**config.mk**
```make
export PLATFORM = sky130hd
export DESIGN_NAME = tvb_bounds
export DESIGN_NICKNAME = d
export VERILOG_FILES = /design/src/hw/rtl/tvb_pkg.sv /design/src/hw/rtl/tvb_bounds.sv
export SDC_FILE = /design/constraint.sdc
export NUM_CORES = 1
export LEC_CHECK = 0
export BUFFER_PORTS_ARGS = -buffer_cell sky130_fd_sc_hd__buf_2
export CAP_MARGIN = 20
export CORE_MARGIN = 2
export CORE_UTILIZATION = 63
export CTS_CLUSTER_SIZE = 40
export DETAILED_ROUTE_END_ITERATION = 10
export HOLD_SLACK_MARGIN = 0.15
export PLACE_DENSITY = 0.87
export SYNTH_ARGS = -nofsm -noshare
export SYNTH_HDL_FRONTEND = slang
export SYNTH_SLANG_ARGS = --single-unit
```
**constraint.sdc**
```tcl
create_clock -name clk -period 5.5 [get_ports clk]
set_input_delay 1.375 -clock clk [delete_from_list [all_inputs] [get_ports clk]]
set_output_delay 1.375 -clock clk [all_outputs]
set_load 0.01 [all_outputs]
```
**src/hw/rtl/tvb_pkg.sv**
```systemverilog
// Shared types, constants and register indexes for the transformed vertex bounds unit.
// Used by every module under hw/rtl; has no dependencies of its own.
package tvb_pkg;

	// Default vertex coordinate width (signed Q7.8)
	localparam int COORD_BITS_DEF = 16;

	// Result value widths
	localparam int VAL_W  = 24;
	localparam int HALF_W = 23;

	typedef logic signed [VAL_W-1:0] val_t;
	typedef logic [HALF_W-1:0]       half_t;

	localparam val_t  VAL_MAX  = 24'sh7FFFFF;
	localparam val_t  VAL_MIN  = 24'sh800000;
	localparam half_t HALF_MAX = 23'h7FFFFF;

	// Configuration port
	localparam int CFG_IDX_W  = 3;
	localparam int CFG_DATA_W = 64;

	localparam logic [CFG_IDX_W-1:0] REG_VOLUME_MODE     = 3'd0;
	localparam logic [CFG_IDX_W-1:0] REG_MATRIX_ROW_X    = 3'd1;
	localparam logic [CFG_IDX_W-1:0] REG_MATRIX_ROW_Y    = 3'd2;
	localparam logic [CFG_IDX_W-1:0] REG_MATRIX_ROW_Z    = 3'd3;
	localparam logic [CFG_IDX_W-1:0] REG_AXIS_SCALE      = 3'd4;
	localparam logic [CFG_IDX_W-1:0] REG_BOX_TRANSLATION = 3'd5;

	// Volume modes
	localparam logic MODE_BOX      = 1'b0;
	localparam logic MODE_ORIENTED = 1'b1;

	// Fractional bits of the Q3.12 coefficients
	localparam int COEF_FRAC = 12;

	// Register file contents
	typedef struct packed {
		logic             mode;
		logic [2:0][63:0] row;
		logic [47:0]      scale;
		logic [47:0]      trans;
	} cfg_t;

	// Reset values: identity matrix, unit scale, no translation
	localparam logic [63:0] ROW_X_RST = 64'h0000_0000_0000_1000;
	localparam logic [63:0] ROW_Y_RST = 64'h0000_0000_1000_0000;
	localparam logic [63:0] ROW_Z_RST = 64'h0000_1000_0000_0000;
	localparam logic [47:0] SCALE_RST = 48'h1000_1000_1000;
	localparam logic [47:0] TRANS_RST = 48'h0;

	// Bounds tracker control
	typedef struct packed {
		logic upd;   // a transformed vertex leaves the transform stage
		logic last;  // that vertex closes the model
	} bnd_ctl_t;

	// Output stream width: nine 24-bit values, three 23-bit values, padded to bytes
	localparam int OUT_BITS    = 9 * VAL_W + 3 * HALF_W;
	localparam int OUT_TDATA_W = ((OUT_BITS + 7) / 8) * 8;

endpackage

```
**src/hw/rtl/tvb_bounds.sv**
```systemverilog
// Running per-axis minimum and maximum, and the capture register for a finished model.
// Depends on tvb_pkg.
module tvb_bounds (
	input  logic              clk,
	input  logic              arst_n,
	input  tvb_pkg::bnd_ctl_t ctl,
	input  tvb_pkg::val_t     t [3],
	output tvb_pkg::val_t     lo_s3 [3],
	output tvb_pkg::val_t     hi_s3 [3]
);
	import tvb_pkg::*;

	val_t run_min_q [3];
	val_t run_max_q [3];
	val_t new_min [3];
	val_t new_max [3];

	// Fold the incoming vertex into the running bounds
	always_comb begin
		for (int a = 0; a < 3; a++) begin
			new_min[a] = (t[a] < run_min_q[a]) ? t[a] : run_min_q[a];
			new_max[a] = (t[a] > run_max_q[a]) ? t[a] : run_max_q[a];
		end
	end

	// Advance the running bounds; clear them once the model closes
	always_ff @(posedge clk or negedge arst_n) begin
		if (!arst_n) begin
			for (int a = 0; a < 3; a++) begin
				run_min_q[a] <= VAL_MAX;
				run_max_q[a] <= VAL_MIN;
			end
		end else if (ctl.upd) begin
			for (int a = 0; a < 3; a++) begin
				run_min_q[a] <= ctl.last ? VAL_MAX : new_min[a];
				run_max_q[a] <= ctl.last ? VAL_MIN : new_max[a];
			end
		end
	end

	// Hold the final bounds of a model for the finishing stage
	always_ff @(posedge clk) begin
		if (ctl.upd && ctl.last) begin
			for (int a = 0; a < 3; a++) begin
				lo_s3[a] <= new_min[a];
				hi_s3[a] <= new_max[a];
			end
		end
	end

endmodule

```
# After elaboration in Yosys (flattened, before gate mapping)
# Cells that the tools add are included.
# classes
magnitude_cmp	6
mux	12
n_reduce_logical	1
# op_table
cell	count
two-way mux 24 bit	12
> comparator 24 bit	3
< comparator 24 bit	3
logical AND 1 bit	1
# word_totals
regBits	288
inputBits	76
wordCells	31

# Logic depth before layout (Yosys ltp)
# depth
ltp_word	3
depth_mapped	12
depth_no_buf	10

# Worst setup path before layout
# Ideal clock, no wire load.
# synth_path
kind	input to register
startpoint	input port ctl[0] (netlist name)
endpoint	register hi_s3[0] (netlist name), enable pin
setup_time_ns	0.520
arrival_time_ns	5.502
t_required_ns	4.980
setup_slack_ns	-0.522
stages	4
n_path_buf	3
path_cell_list	clkbuf_1 -> clkbuf_1 -> clkbuf_1 -> and2_1
# synth_between
elab_chain_cells	1
# synth_rtl
element	line	text
from (decl)	tvb_bounds.sv:6	input tvb_pkg::bnd_ctl_t ctl,
logical AND 1 bit	tvb_bounds.sv:43	if (ctl.upd && ctl.last) begin
to (signal, indexed assignment)	tvb_bounds.sv:46	hi_s3[a] <= new_max[a];
to (decl)	tvb_bounds.sv:9	output tvb_pkg::val_t hi_s3 [3]
# No other way between the ends.
# A chain may end at the register's enable or synchronous reset.

==> impl_results.md <==
* Net Sw Power at roughly 2.9 mW
* I/O pin cnt at 220
* Post-placement cell area at 0.0170 sq mm
* Overall routing resource usage at 29.9%
* Clk buf depth at 3
* R2R cell count at 10
* Cell area after synthesis at ~0.016 sq mm
* CTS tree: yes
* EDFF count, synth at roughly 140
* Synth top area share at 27.7%
* R2r setup slk at roughly 2 ns
* TritonRoute pass-1 iters at 6
* Cell area after layout at around 0.018 sq mm
* First-pass GRT wire length at approximately 63000 microns
* Final setup vio count at 0
* Starting density of the core at between 60 and 70%
* Slowest CP cell: a22o_2
* Number of port buffers at 219
* Vias in the first global route at between 10000 and 15000
* TNS Setup at 0 ns
* Peak supply drop at 0.000270 V
* # Max-Cap Violations at 0
* Crit path arrival time at about 4.3 ns
* R2R Path End: lo_s3[48]
* Clk_lat worst skew at about 0.55 ns
* Sequential Power Share at about two fifths
* Die span in y at around 160 microns
* Share of cells above drive strength 1 at about a quarter
* Chip Width at around 160 microns
* Predominant post-synthesis flop cell: edfxtp_1
* Yosys reg bits at 288
* Remaining DRCs at 0
* Asr flop ratio synth at 50.0%
* CTS clock-pin slew for the worst setup and hold paths at roughly 0.06 ns
* Num Clock Sinks at 288
* Cell at the root of the clock tree: clkbuf_16
* Crit-path cells: buf_2, ha_1, nand4_1, or4_1, nor2_1, o31a_1, or3_1, a22o_2, buf_12, mux2_2
* Worst slew pin tran at 1.12 ns
* Wire per inst at about 20 microns
* Sequential area share after synthesis at between 50% and 60%
* Cts bufs inserted at 30
* Min Tclk post-route at between 3 and 4 ns
* Worst rel slew slack at 25.3%
* Fill cell count at roughly 1600
* Final GP Congestion at about 0.88
* Initial antenna violation count at 1
* HP Start: run_max_q[1]
* Clk_skew at roughly 0.016 ns
* Syn avg cell area at about 11 sq um
* P_leak at slightly above 8 nW
* Core area at ~0.024 sq mm
* Slowest stage delay, CP at 0.61 ns
* Multi-input logic area at approximately 0.0067 sq mm
* DP Wirelength at 26300 microns
* Worst min path class: reg -> reg
* Post-Syn Instances at between 1000 and 1500
* Post_cts resized at 0
* H-tree level count at 1
* Status: complete, no violations
* Worst EP required at just under 6 ns
* Cell area power density at about 460 mW/mm^2
* CTS Hold Bufs at 0
* Synthesis-to-layout area growth at 15.6%
* Critical path class: in -> reg
* Drt total wl at between 30000 and 40000 microns
* Row cnt at between 50 and 60
* Die Area at between 0.02 and 0.03 sq mm
* Syn nets at between 1500 and 2000
* Fin. Hold Viols at 0
* Synth top area cells: edfxtp_1, dfstp_2, dfrtp_1
* RSZ-0062 raised after global routing: no
* Remaining Overflow, GRT at 0
* Sequential cell area at about 0.0080 sq mm
* Worst r2r src: run_min_q[65]
* Vias at around 12000
* Nets at ~1900
* Yosys top cell by area: edfxtp_1
* Setup bufs post-CTS at 0
* Logic gate share of total power at a little over a third
* Fmax achieved at 252 MHz
* Worst-path fanout max at 38
* Hold Crit Endpoint: run_max_q[1]
* DRT iter0 DRCs at 1133
* Startpoint types: primary input
* Hold depth at 1
* Crit. End Element: flip-flop
* Share of total power in the clock network at between 20% and 30%
* Routed vias/inst at 6.27
* Switch share at roughly a third
* Cell variety after synth at 60
* Largest net degree at the start of global routing at ~100
* Max-slew violation count at 0
* YS warnings at 0
* Crit share post-route at between 70 and 80%
* Post-DRT Antenna Nets at 0
* Int Power at 5.44 mW
-- power by group through the flow --
stage / combinational, mW / sequential (mW) / clock [mW]
global placement: 2.70 / 3.31 / 0
floorplan: 1.99 / 3.34 / 0
finish: 2.92 / 3.31 / 2.07
detailed placement: 2.85 / 3.33 / 0
global route: 3.24 / 3.36 / 2.18
CTS: 2.90 / 3.30 / 2.09
-- worst max path at each step --
| stage | start | slack (ns) | cells past startpoint | end |
|---|---|---|---|---|
| after floorplan | ctl[0] | 1.06 | 4 | hi_s3[0] |
| after global placement | t[67] | 1.12 | 10 | hi_s3[51] |
| after detailed placement | t[67] | 1.01 | 10 | hi_s3[50] |
| after CTS | t[67] | 1.57 | 10 | hi_s3[50] |
| after global routing | t[21] | 1.14 | 11 | run_max_q[9] |
| final | t[67] | 1.54 | 10 | hi_s3[50] |
-- flip-flops by register name, summed over array words and instances, names as in the netlist --
name,flops
hi_s3,72
lo_s3,72
run_max_q,72
run_min_q,72
-- logic make-up (layout without fill, tap and decap cells) --
group | after synthesis | count (layout) | share of synthesized area, %
AO/OA/AOI/OAI | 365 | 365 | 17.0
adder cells (fa/ha/maj) | 141 | 141 | 11.3
buffers and inverters | 230 | 446 | 5.75
flip-flops | 288 | 288 | 51.4
multiplexers | 52 | 52 | 3.80
other | 0 | 1 | 0
AND/OR/NAND/NOR | 368 | 368 | 10.7
-- routing by layer --
layer	part of all wire [%]	global-route usage [%]
met2	48	49.7
met3	8.4	5.52
met5	0	0
met4	4.0	12.3
met1	40	39.1
-- placed cells by master (no fill, tap or decap), drive strengths merged, types with 47 or more instances in the layout --
cell type  netlist  layout
buf             24     241
nand2          116     116
nand3           47      47
o21ai          114     114
edfxtp         144     144
dfstp           72      72
ha             141     141
inv            149     149
nor2           100     100
mux2            47      47
dfrtp           72      72
-- through the flow --
stage / power [mW] / std cells / setup slack, ns / utilization, % / hold WS [ns]
global route: 8.78 / 1985 / 1.14 / 74.1 / 0.516
finish: 8.31 / 1985 / 1.54 / 74.1 / 0.502
detailed placement: 6.18 / 1928 / 1.01 / 69.9 / 0.481
global placement: 6.01 / 1928 / 1.12 / 69.9 / 0.483
floorplan: 5.33 / 1444 / 1.06 / - / 0.466
CTS: 8.29 / 1984 / 1.57 / 74.1 / 0.502
-- Yosys cell counts (4+ instances only) --
cell type  instances
ha_1             141
or3_1              5
buf_1              4
mux2i_1            4
nand2b_1           8
a22o_1            44
o22a_1            29
o211ai_1           6
a311oi_1          26
mux2_2            46
nand3_1           47
a21oi_1           41
dfstp_2           72
buf_2             17
nand2_1          116
o21ai_0          109
dfrtp_1           72
a311oi_2          14
o311ai_0           4
clkbuf_1          57
a21o_1            35
nand4_1           31
inv_1            148
nor3_1            41
o21ai_1            5
nor2b_1            7
edfxtp_1         144
o221ai_1          23
nor2_1           100
-- critical path: cells and delay by family --
family / cells / cell delay (ns)
buffers and inverters: 2 / 0.42
AOI/OAI and AO/OA: 2 / 0.78
and+or+nand+nor: 4 / 0.95
muxes: 1 / 0.36
adders and majority gates: 1 / 0.33
-- cell type report --
cell class                      count  share of cell area [%]
Inverter                          149                    3.11
Multi-Input combinational cell    926                    37.2
Tap cell                          324                    2.25
Sequential cell                   288                    44.5
Clock inverter                     12                   0.632
Antenna cell                        1                  0.0139
Timing Repair Buffer              241                    7.26
Clock buffer                       44                    5.03
No activity file was read; power rests on OpenSTA's default activity.
