`src/hw/rtl/tvb_pkg.sv`:
```
// Shared types, constants and register indexes for the transformed vertex bounds unit.
// Used by every module under hw/rtl; has no dependencies of its own.
package tvb_pkg;

	// Default vertex coordinate width (signed Q7.8)
	localparam int COORD_BITS_DEF = 16;

	// Result value widths
	localparam int VAL_W  = 24;
	localparam int HALF_W = 23;

	typedef logic signed [VAL_W-1:0] val_t;
	typedef logic [HALF_W-1:0]       half_t;

	localparam val_t  VAL_MAX  = 24'sh7FFFFF;
	localparam val_t  VAL_MIN  = 24'sh800000;
	localparam half_t HALF_MAX = 23'h7FFFFF;

	// Configuration port
	localparam int CFG_IDX_W  = 3;
	localparam int CFG_DATA_W = 64;

	localparam logic [CFG_IDX_W-1:0] REG_VOLUME_MODE     = 3'd0;
	localparam logic [CFG_IDX_W-1:0] REG_MATRIX_ROW_X    = 3'd1;
	localparam logic [CFG_IDX_W-1:0] REG_MATRIX_ROW_Y    = 3'd2;
	localparam logic [CFG_IDX_W-1:0] REG_MATRIX_ROW_Z    = 3'd3;
	localparam logic [CFG_IDX_W-1:0] REG_AXIS_SCALE      = 3'd4;
	localparam logic [CFG_IDX_W-1:0] REG_BOX_TRANSLATION = 3'd5;

	// Volume modes
	localparam logic MODE_BOX      = 1'b0;
	localparam logic MODE_ORIENTED = 1'b1;

	// Fractional bits of the Q3.12 coefficients
	localparam int COEF_FRAC = 12;

	// Register file contents
	typedef struct packed {
		logic             mode;
		logic [2:0][63:0] row;
		logic [47:0]      scale;
		logic [47:0]      trans;
	} cfg_t;

	// Reset values: identity matrix, unit scale, no translation
	localparam logic [63:0] ROW_X_RST = 64'h0000_0000_0000_1000;
	localparam logic [63:0] ROW_Y_RST = 64'h0000_0000_1000_0000;
	localparam logic [63:0] ROW_Z_RST = 64'h0000_1000_0000_0000;
	localparam logic [47:0] SCALE_RST = 48'h1000_1000_1000;
	localparam logic [47:0] TRANS_RST = 48'h0;

	// Bounds tracker control
	typedef struct packed {
		logic upd;   // a transformed vertex leaves the transform stage
		logic last;  // that vertex closes the model
	} bnd_ctl_t;

	// Output stream width: nine 24-bit values, three 23-bit values, padded to bytes
	localparam int OUT_BITS    = 9 * VAL_W + 3 * HALF_W;
	localparam int OUT_TDATA_W = ((OUT_BITS + 7) / 8) * 8;

endpackage

```
`src/hw/rtl/tvb_finish.sv`:
```
// Center and half-width computation from the final per-axis bounds.
// Depends on tvb_pkg.
module tvb_finish (
	input  logic           mode,
	input  logic [47:0]    trans,
	input  tvb_pkg::val_t  lo [3],
	input  tvb_pkg::val_t  hi [3],
	output tvb_pkg::val_t  center [3],
	output tvb_pkg::half_t half [3]
);
	import tvb_pkg::*;

	for (genvar a = 0; a < 3; a++) begin : g_axis
		logic signed [VAL_W:0]   sum;
		logic signed [VAL_W+1:0] cen;
		logic signed [15:0]      tr;
		logic [VAL_W-1:0]        abs_lo, abs_hi;
		logic [VAL_W:0]          abs_sum;
		logic [VAL_W-1:0]        h;

		assign tr = trans[16*a +: 16];

		// Floor midpoint, plus the box position in oriented mode
		always_comb begin
			sum = {lo[a][VAL_W-1], lo[a]} + {hi[a][VAL_W-1], hi[a]};
			cen = {{2{sum[VAL_W]}}, sum[VAL_W:1]};
			if (mode == MODE_ORIENTED) begin
				cen = cen + (VAL_W+2)'(tr);
			end
			if (cen > (VAL_W+2)'(VAL_MAX)) begin
				center[a] = VAL_MAX;
			end else if (cen < (VAL_W+2)'(VAL_MIN)) begin
				center[a] = VAL_MIN;
			end else begin
				center[a] = cen[VAL_W-1:0];
			end
		end

		// Half width from magnitudes; negating the most negative value stays exact unsigned
		always_comb begin
			abs_lo  = lo[a][VAL_W-1] ? (~lo[a] + 1'b1) : lo[a];
			abs_hi  = hi[a][VAL_W-1] ? (~hi[a] + 1'b1) : hi[a];
			abs_sum = {1'b0, abs_lo} + {1'b0, abs_hi};
			h       = abs_sum[VAL_W:1];
			half[a] = h[VAL_W-1] ? HALF_MAX : h[HALF_W-1:0];
		end
	end

endmodule
```
`config.mk`:
```
export PLATFORM = sky130hd
export DESIGN_NAME = tvb_finish
export DESIGN_NICKNAME = d
export VERILOG_FILES = /design/src/hw/rtl/tvb_pkg.sv /design/src/hw/rtl/tvb_finish.sv
export SDC_FILE = /design/constraint.sdc
export NUM_CORES = 1
export LEC_CHECK = 0
export BUFFER_PORTS_ARGS = -buffer_cell sky130_fd_sc_hd__buf_2
export CAP_MARGIN = 20
export CORE_ASPECT_RATIO = 1.75
export CORE_MARGIN = 2
export CORE_UTILIZATION = 40
export DETAILED_ROUTE_END_ITERATION = 10
export PLACE_DENSITY = 0.75
export SYNTH_ARGS = -nofsm -noshare
export SYNTH_HDL_FRONTEND = slang
export SYNTH_SLANG_ARGS = --single-unit
```
`constraint.sdc`:
```
create_clock -name vclk -period 14.64
set_clock_uncertainty 0.2 [all_clocks]
set_input_delay 2.928 -clock vclk [all_inputs]
set_output_delay 2.928 -clock vclk [all_outputs]
set_load 0.1 [all_outputs]
```
After elaboration in Yosys (flattened, before gate mapping)
Cells that the tools add are included.
Word-level totals
  bits in registers: 0
  input port bits: 193
  output and inout bits: 141
  logic and storage cells: 45
Operators by class
  add/sub/neg operators: 15
  $lt $le $gt $ge: 6
  muxes and demuxes: 18
  bitwise operators: 6
Operators with widths (count)
  2-to-1 mux 24 bit: 12
  adder 24 x 24 -> 25 bit: 6
  adder 24 x 1 -> 24 bit, second input constant: 6
  inverter 24 bit: 6
  > comparator 26 x 24 -> 1 bit, second input constant: 3
  less-than comparator 26 x 24 -> 1 bit, second input constant: 3
  2-to-1 mux 26 bit: 3
  adder 24 x 16 -> 25 bit: 3
  2-to-1 mux 23 bit: 3

Logic depth before layout (Yosys ltp)
Gate-level depths: netlist of the first run.
  depth in word-level cells: 6
  depth in mapped cells: 24
  gate-level depth less buffers: 22

Worst setup path after synthesis of the first run
OpenSTA, ideal clock, no wires.
  kind: input to output
  start: in lo[48] (netlist name)
  end: out center[69] (netlist name)
  data arrival time: 8.891 ns
  data required time: 11.512 ns
  setup slack: 2.621 ns
  stages on the path: 22
  path buffers: 1
  cell sequence: inv_1 > nor2_1 > fa_1 > a21oi_1 > o211ai_1 > a22o_1 > a211oi_1 > nor2_1 > a21o_1 > a21oi_1 > xnor2_1 > ha_1 > a21o_1 > a21o_1 > a2111oi_2 > o31ai_1 > a21oi_2 > xor2_1 > nor2_1 > clkbuf_1 > o21ai_0 > o21ai_0
RTL lines
  from (decl): line tvb_finish.sv:6  | input tvb_pkg::val_t lo [3],
  to (decl): line tvb_finish.sv:8  | output tvb_pkg::val_t center [3],

==> results by group, run 1 <==
Min path
  – Hold path start: trans[32]
  – Worst hold endpoint: center[0]
  – HP Class: input port to primary output
  – Hold Path Stages: 5

Cells and area
  – Nets@finish: 2734
  – Commonest cells after routing, fill and taps aside: 334 x buf_2, 224 x xnor2_1, 222 x nand2_1
  – Final Core Density: 46.7%
  – Most common cell after layout, fill and taps aside: buf_2
  – Area growth, synth to finish: 15.5%
  – # clk buffers: 0
  – Seq Cell Count: 0
  – Fill cell count: 3586
  – Layout cells sized above 1: 16.5%
  – Register Area: 0 sq um

Floorplanning
  – Horiz. Die Dim: 145 um
  – Die Y: 250 um
  – IO Count: 334
  – Area of the core: 0.0343 sq mm
  – Initial Util: 40.4%
  – Die area: 0.0363 sq mm
  – Row count: 90

STA
  – Setup_tns: 0 ns
  – RSZ-0062 raised after global routing: false
  – Period utilization: 81.9%
  – Final setup violation count: 0
  – Worst-Margin Slew: 0.942 ns
  – Post-layout min period: 11.99 ns
  – Slew HR: 37.2%
  – Fin. Hold Viols: 0
  – Fmax achieved: 0.0834 GHz
  – Slew Viols, Final: 0

Pwr
  – Switching share of power: 76.1%
  – Power per cell area: 161 mW/mm^2
  – P_int: 618 uW
  – VDD IR max: 271 uV
  – Lkg Pwr: 0.00760 uW
  – Clk pwr share: 0%
  – Comb power frac: 100.0%
  – Flop pwr share: 0%
  – Total net switching power: 1970 uW

Synthesis
  – Post-synth top area share: 19.7%
  – Mapped Cells: 2011
  – Synth unique cells: 84
  – Ys Warns: 0
  – Sequential area share after synthesis: 0%
  – Net Count, Synth: 2432
  – Post-synthesis cell area: 0.0139 sq mm
  – Avg Synthesized Cell Area: 6.90 sq um
  – Largest area contributor in the netlist: ha_1
  – Synth area leaders: ha_1 20%, xnor2_1 14%, a21oi_1 7.0%

Setup path
  – Worst Path Max Fanout: 15
  – Required @ worst endpoint: 11.51 ns
  – Worst Setup Path Type: input port to primary output
  – Setup crit end kind: primary output
  – CP Data Arrival Time: 8.86 ns
  – CP Launch Type: input port

Route
  – Post-route ant nets: 0
  – Drt pass-1 iters: 5
  – Wire length per cell: 17.6 um
  – Vias per std cell: 5.91
  – DR vias: 16429
  – Starting DRC count in detailed routing: 641
  – Number of remaining DRC errors: 0
  – Routed WL: 49000 um

Place
  – I/O Buffers: 334
  – Dpl hpwl: 41700 um
  – Gpl congestion: 0.968

GRT
  – Initial antenna violation count: 11
  – Global-route wire length before repair: 77800 um
  – Vias in the first global route: 16604
  – Largest net degree at the start of global routing: 47
  – GRT Total Usage: 25.9%
  – Grt ovf: 0

Outcome
  – Outcome: completed

CTS
  – Post-CTS sizing: 0
  – Number of setup buffers added after CTS: 0
  – Number of hold buffers added after CTS: 0

Job
  – Max Cap Violations: 0
==> cell families after synthesis <==
kind of cell	synth area share [%]
AO/OA/AOI/OAI	33.2
AND/OR/NAND/NOR	23.0
XOR/XNOR	19.1
adder cells (fa/ha/maj)	21.3
buffers and inverters	2.98
multiplexers	0.316
==> power by group through the flow <==
stage	logic [uW]	clock network, uW	registers (uW)
finish	2580	0.0000825	0
global route	2740	0.0000823	0
CTS	2570	0	0
detailed placement	2560	0	0
global placement	2550	0	0
floorplan	2110	0	0
==> how the worst max path moves through the flow <==
stage                start          to  depth (start not counted)
floorplan           lo[48]  center[69]                         22
global placement     hi[0]  center[21]                         22
detailed placement   lo[0]  center[21]                         22
CTS                  lo[0]  center[21]                         22
global route         lo[0]  center[21]                         22
finish               lo[0]  center[21]                         22
==> worst max-delay path, stage by stage <==
cell	delay [ns]
buf_2	0.13
inv_1	0.08
nor2_1	0.08
fa_1	0.41
a21o_1	0.19
a21oi_1	0.27
o31ai_1	0.16
o21ai_0	0.48
o21bai_1	0.12
a21oi_1	0.19
xnor2_1	0.11
ha_1	0.41
nand4_1	0.20
or3_1	0.40
o21ai_0	0.36
o311ai_1	0.20
a21oi_1	0.26
o21ai_1	0.17
nor2_1	0.57
nor2_2	0.34
a2bb2oi_1	0.33
buf_2	0.48
==> metrics by stage <==
step	cell area (sq um)	power (uW)	cells	hold slack [ns]	setup slack, ns
6_report	16000	2580	2780	6.39	2.65
5_1_grt	16000	2740	2780	6.43	2.18
4_1_cts	16000	2570	2771	6.40	2.74
3_5_place_dp	16000	2560	2771	6.40	2.76
3_3_place_gp	16000	2550	2771	6.41	2.95
2_1_floorplan	13900	2110	2011	6.30	2.62
==> final cells by class <==
class                           count  area (sq um)  share of cell area, %
Antenna cell                        9          22.5                  0.140
Inverter                           66           248                   1.55
Multi-Input combinational cell   1904         13500                   84.0
Tap cell                          460           576                   3.59
Timing Repair Buffer              341          1720                   10.8
==> layer usage <==
layer,vias up,track usage (%),share of wire [%]
met2,555,49.8,53
li1,8055,-,-
met5,-,0,0.055
met3,209,3.54,4.9
met4,4,16.8,7.1
met1,7606,24.9,35
==> cell usage after synthesis (5+ instances only) <==
| cell type | n |
|---|---|
| a2111oi_0 | 8 |
| a211o_1 | 5 |
| a211oi_1 | 15 |
| a21boi_0 | 8 |
| a21o_1 | 96 |
| a21oi_1 | 194 |
| a221o_1 | 9 |
| a31o_2 | 8 |
| a31oi_1 | 14 |
| a41oi_1 | 6 |
| and2_1 | 15 |
| and3_1 | 19 |
| and4_1 | 6 |
| buf_2 | 9 |
| clkbuf_1 | 31 |
| fa_1 | 9 |
| ha_1 | 219 |
| inv_1 | 65 |
| nand2_1 | 222 |
| nand2b_1 | 47 |
| nand3_1 | 49 |
| nand4_1 | 18 |
| nor2_1 | 155 |
| nor2b_1 | 23 |
| nor3_1 | 25 |
| nor3b_1 | 5 |
| nor4_1 | 9 |
| o211ai_1 | 16 |
| o21a_1 | 22 |
| o21ai_0 | 151 |
| o21ai_1 | 10 |
| o21bai_1 | 22 |
| o22ai_1 | 7 |
| o2bb2ai_1 | 8 |
| o31ai_1 | 41 |
| o41ai_1 | 22 |
| or2_2 | 6 |
| or3_1 | 25 |
| or4_1 | 21 |
| xnor2_1 | 224 |
| xor2_1 | 79 |
(Power assumes the default switching activity.)
==> run 2: changes to the inputs <==
- PLACE_DENSITY: 0.75 -> 0.77
- clock period: 14.64 -> 10.75 ns (I/O delays scaled with it)
==> results by group, run 2 (synthesized netlist as in run 1, its figures left out) <==
Outcome
  – Outcome: completed

Cells and area
  – # clk buffers: 0 (unchanged)
  – Commonest cells after routing, fill and taps aside: 331 x buf_2, 224 x xnor2_1, 222 x nand2_1
  – Nets@finish: 2736 (+0.073%)
  – Area growth, synth to finish: 16.0%
  – Most common cell after layout, fill and taps aside: buf_2
  – Multi-input gate area: 0.0135 sq mm (about the same)
  – Seq Cell Count: 0 (unchanged)
  – Layout cells sized above 1: 16.6% (+0.12 points)
  – Final instance area: 0.0161 sq mm (+0.39%)
  – Register Area: 0 sq um (unchanged)
  – Final Core Density: 46.9% (+0.18 points)
  – Fill cell count: 3495 (-2.5%)

STA
  – Fmax achieved: 0.0966 GHz
  – Period utilization: 96.3%
  – Setup_tns: 0 ns (unchanged)
  – Slew HR: 41.2% (+4.0 points)
  – Post-layout min period: 10.35 ns
  – Final setup violation count: 0 (unchanged)
  – Slew Viols, Final: 0 (unchanged)
  – Hold_ws: 4.84 ns (-1.56 ns)
  – Worst-Margin Slew: 0.881 ns (-0.0610 ns)
  – Fin. Hold Viols: 0 (unchanged)
  – RSZ-0062 raised after global routing: false

Floorplanning
  – Horiz. Die Dim: 145 um (unchanged)
  – Area of the core: 0.0343 sq mm (unchanged)
  – Initial Util: 40.4% (unchanged)
  – Die Y: 250 um (unchanged)
  – IO Count: 334 (unchanged)
  – Die area: 0.0363 sq mm (unchanged)
  – Row count: 90 (unchanged)

Pwr
  – P_int: 860 uW (+39%)
  – Flop pwr share: 0% (unchanged)
  – Power per cell area: 220 mW/mm^2 (+37%)
  – Lkg Pwr: 0.00763 uW (+0.34%)
  – Comb power frac: 100.0% (about the same)
  – VDD IR max: 260 uV (-4.0%)
  – Total net switching power: 2680 uW (+36%)
  – Clk pwr share: 0% (unchanged)
  – Power after layout: 3540 uW (+37%)
  – Switching share of power: 75.7% (-0.37 points)

Route
  – Post-route ant nets: 0 (unchanged)
  – Routed WL: 47900 um (-2.2%)
  – Number of remaining DRC errors: 0 (unchanged)
  – DR vias: 16380 (-0.30%)
  – Vias per std cell: 5.89 (-0.37%)
  – Wire length per cell: 17.2 um (-2.3%)
  – Drt pass-1 iters: 5 (unchanged)
  – Starting DRC count in detailed routing: 858 (+34%)

Setup path
  – Required @ worst endpoint: 8.40 ns (-3.11 ns)
  – Crit path capture: center[21]
  – CP Launch Type: input port
  – Critical Path Source: hi[0]
  – Setup crit end kind: primary output
  – CP Data Arrival Time: 8.00 ns (-0.86 ns)
  – Worst Setup Path Type: input port to primary output
  – Worst Path Max Fanout: 15 (unchanged)

Min path
  – HP Class: input port to primary output

GRT
  – Initial antenna violation count: 9 (-2)
  – GRT Total Usage: 25.0% (-0.91 points)
  – Grt ovf: 0 (unchanged)
  – Vias in the first global route: 16224 (-2.3%)
  – Global-route wire length before repair: 76100 um (-2.3%)
  – Largest net degree at the start of global routing: 55 (+17%)

Place
  – Dpl cell area: 0.0161 sq mm (+0.38%)
  – I/O Buffers: 334 (unchanged)
  – Dpl hpwl: 40600 um (-2.5%)
  – Gpl congestion: 0.983 (+1.5%)

Job
  – Max Cap Violations: 0 (unchanged)

CTS
  – Number of setup buffers added after CTS: 0 (unchanged)
run 2: layer usage:
layer | track usage (%) | wire, um
met1 | 25.5 | 17800
met2 | 47.9 | 25100
met3 | 3.04 | 2400
met4 | 13.4 | 2700
met5 | 0 | 0
run 2: timing repair:
action / in CTS / in global routing
endpoints found under the setup margin: 0 / 11
hold buffers: 0 / 0
gates resized for setup: 0 / 1
hold endpoints to repair: 0 / 0
run 2: cell type report:
cell class | instances | area share [%]
diodes | 9 | 0.140
well taps | 460 | 3.58
repair buffers | 343 | 11.1
inverters | 66 | 1.54
multi-input cells | 1904 | 83.7
run 2: power by group through the flow:
stage / Clock, uW / Sequential, uW / Combinational [uW]
2_1_floorplan: 0 / 0 / 2880
3_3_place_gp: 0 / 0 / 3480
3_5_place_dp: 0 / 0 / 3510
4_1_cts: 0 / 0 / 3520
5_1_grt: 0.000112 / 0 / 3750
6_report: 0.000112 / 0 / 3540
run 2: worst min path at each step:
stage	start	end	slack, ns	cells past startpoint
6_report	trans[32]	center[0]	4.84	5
5_1_grt	mode	center[61]	4.86	4
4_1_cts	trans[32]	center[0]	4.84	5
3_5_place_dp	trans[32]	center[0]	4.84	5
3_3_place_gp	trans[32]	center[0]	4.84	5
2_1_floorplan	hi[25]	center[24]	4.75	2
run 2: stage by stage:
stage / setup slack, ns / instances
after global placement: 0.556 / 2773
after global routing: 0.0296 / 2782
after CTS: 0.415 / 2773
after floorplan: 0.287 / 2011
final: 0.400 / 2782
after detailed placement: 0.433 / 2773
run 2: critical path: stages:
cell and delay [ns]:
buf_2 0.13, inv_1 0.08, nor2_1 0.08, fa_1 0.41, a21o_1 0.19, a21oi_1 0.31
o31ai_1 0.15, o21ai_0 0.49, o21bai_1 0.11, a21oi_1 0.19, xnor2_1 0.17, ha_1 0.34
a41o_1 0.26, a21oi_1 0.22, o21a_1 0.15, o21ai_0 0.13, o311ai_1 0.47, a21oi_1 0.18
o21ai_1 0.36, nor2_2 0.20, nor2_2 0.67, a2bb2oi_1 0.21, buf_2 0.34
==> run 3: changes to the inputs <==
- CORE_MARGIN: 2 -> default
- PLACE_DENSITY: 0.77 -> 0.65
==> results by group, run 3 (synthesized netlist as in run 1, its figures left out) <==
GRT
  – Initial antenna violation count: 9 (unchanged)
  – Vias in the first global route: 16152 (-0.44%)
  – Largest net degree at the start of global routing: 47 (-15%)
  – Global-route wire length before repair: 78000 um (+2.6%)
  – GRT Total Usage: 26.8% (+1.8 points)
  – Grt ovf: 0 (unchanged)

Floorplanning
  – Row count: 89 (-1.1%)
  – Initial Util: 40.9% (+0.45 points)
  – Die area: 0.0355 sq mm (-2.2%)
  – Die Y: 248 um (-0.80%)
  – Horiz. Die Dim: 143 um (-1.4%)
  – Area of the core: 0.0340 sq mm (-1.1%)
  – IO Count: 334 (unchanged)

STA
  – Fmax achieved: 0.0981 GHz (+1.5%)
  – Period utilization: 94.8% (-1.4 points)
  – Setup_tns: 0 ns (unchanged)
  – Slew HR: 39.5% (-1.7 points)
  – Worst-Margin Slew: 0.906 ns (+0.0255 ns)
  – Fin. Hold Viols: 0 (unchanged)
  – RSZ-0062 raised after global routing: false
  – Final setup violation count: 0 (unchanged)
  – Slew Viols, Final: 0 (unchanged)
  – Post-layout min period: 10.20 ns (-0.155 ns)

Outcome
  – Outcome: completed

Cells and area
  – Final instance area: 0.0161 sq mm (-0.12%)
  – # clk buffers: 0 (unchanged)
  – Area growth, synth to finish: 15.9%
  – Seq Cell Count: 0 (unchanged)
  – Commonest cells after routing, fill and taps aside: 332 x buf_2, 224 x xnor2_1, 222 x nand2_1
  – Fill cell count: 3550 (+1.6%)
  – Most common cell after layout, fill and taps aside: buf_2
  – Register Area: 0 sq um (unchanged)
  – Layout cells sized above 1: 16.6% (unchanged)
  – Final Core Density: 47.3% (+0.47 points)
  – Nets@finish: 2736 (unchanged)

Pwr
  – VDD IR max: 348 uV (+34%)
  – Lkg Pwr: 0.00762 uW (about the same)
  – Power per cell area: 220 mW/mm^2 (-0.20%)
  – Power after layout: 3530 uW (-0.32%)

Min path
  – Hold path start: trans[32]
  – HP Class: input port to primary output

Route
  – DR vias: 16057 (-2.0%)
  – Vias per std cell: 5.78 (-1.8%)
  – Starting DRC count in detailed routing: 543 (-37%)
  – Routed WL: 49200 um (+2.7%)
  – Drt pass-1 iters: 6 (+1)
  – Number of remaining DRC errors: 0 (unchanged)
  – Wire length per cell: 17.7 um (+2.8%)
  – Post-route ant nets: 0 (unchanged)

Place
  – Dpl hpwl: 42200 um (+3.9%)
  – Gpl congestion: 0.956 (-2.7%)
  – I/O Buffers: 334 (unchanged)
  – Dpl cell area: 0.0161 sq mm (-0.13%)

Setup path
  – CP max-delay cell: nor2_2
  – Crit path top cell by count: a21oi_1
  – Worst Setup Path Type: input port to primary output
  – CP Data Arrival Time: 7.85 ns (-0.15 ns)
  – CP Launch Type: input port
  – Critical Path Source: hi[0]
  – Setup crit end kind: primary output
  – Required @ worst endpoint: 8.40 ns (about the same)
  – Max stage delay on crit path: 0.60 ns (-0.07 ns)
  – Worst Path Max Fanout: 15 (unchanged)
  – CP cell instances: buf_2, inv_1, nor2_1, fa_1, a21o_1, a21oi_1, o31ai_1, o21ai_0, o21bai_1, a21oi_1, xnor2_1, ha_1, a41o_1, a21oi_1, o21a_1, o21ai_0, o311ai_1, a21oi_1, o21ai_1, nor2_2, nor2_2, a2bb2oi_1, buf_2
  – Crit path capture: center[21]

Job
  – Max Cap Violations: 0 (unchanged)

CTS
  – Number of setup buffers added after CTS: 0 (unchanged)
[run 3: cell types whose count changed in the layout (fill, tap and decap cells not counted)]
| cell | change |
|---|---|
| diode_2 | +1 |
| buf_12 | -1 |
| buf_2 | +1 |
[run 3: worst min path at each step]
stage / to / slack (ns) / depth (start not counted)
global route: center[0] / 4.86 / 5
detailed placement: center[0] / 4.85 / 5
finish: center[0] / 4.85 / 5
CTS: center[0] / 4.85 / 5
global placement: center[0] / 4.84 / 5
floorplan: center[24] / 4.75 / 2
[run 3: power by group]
| part | internal (uW) | switching, uW | total (uW) |
|---|---|---|---|
| sequential | 0 | 0 | 0 |
| clock | 0.000125 | 0 | 0.000125 |
| combinational | 855 | 2680 | 3530 |
| total | 855 | 2680 | 3530 |
[run 3: per-layer routing]
metal | part of all wire [%] | vias to the layer above | GRT usage [%]
met5 | 0.061 | - | 0
met4 | 4.8 | 4 | 12.9
met3 | 4.6 | 123 | 2.68
met2 | 54 | 434 | 53.4
met1 | 37 | 7451 | 26.8
li1 | - | 8045 | -
[run 3: worst max-delay path, delay by kind of cell]
family,cells,cell delay [ns]
XOR/XNOR,1,0.17
AND/OR/NAND/NOR,3,0.87
AO/OA/AOI/OAI,14,3.37
buffers and inverters,3,0.56
adder cells (fa/ha/maj),2,0.74
[run 3: area by class of cell]
| cell class | instances | area (sq um) | share of cell area [%] |
|---|---|---|---|
| Antenna cell | 10 | 25.0 | 0.156 |
| Multi-Input combinational cell | 1904 | 13500 | 83.8 |
| Inverter | 66 | 248 | 1.54 |
| Timing Repair Buffer | 343 | 1770 | 11.0 |
| Tap cell | 455 | 569 | 3.54 |
[run 3: stage by stage]
stage | hold slack [ns] | std cells | setup WS (ns)
2_1_floorplan | 4.75 | 2011 | 0.287
5_1_grt | 4.86 | 2775 | 0.0684
4_1_cts | 4.85 | 2768 | 0.468
3_3_place_gp | 4.84 | 2768 | 0.605
3_5_place_dp | 4.85 | 2768 | 0.476
6_report | 4.85 | 2778 | 0.555
[run 3: what timing repair did]
item	in CTS	in global routing
hold buffers	0	0
resized for setup	0	1
setup endpoints to repair	0	1
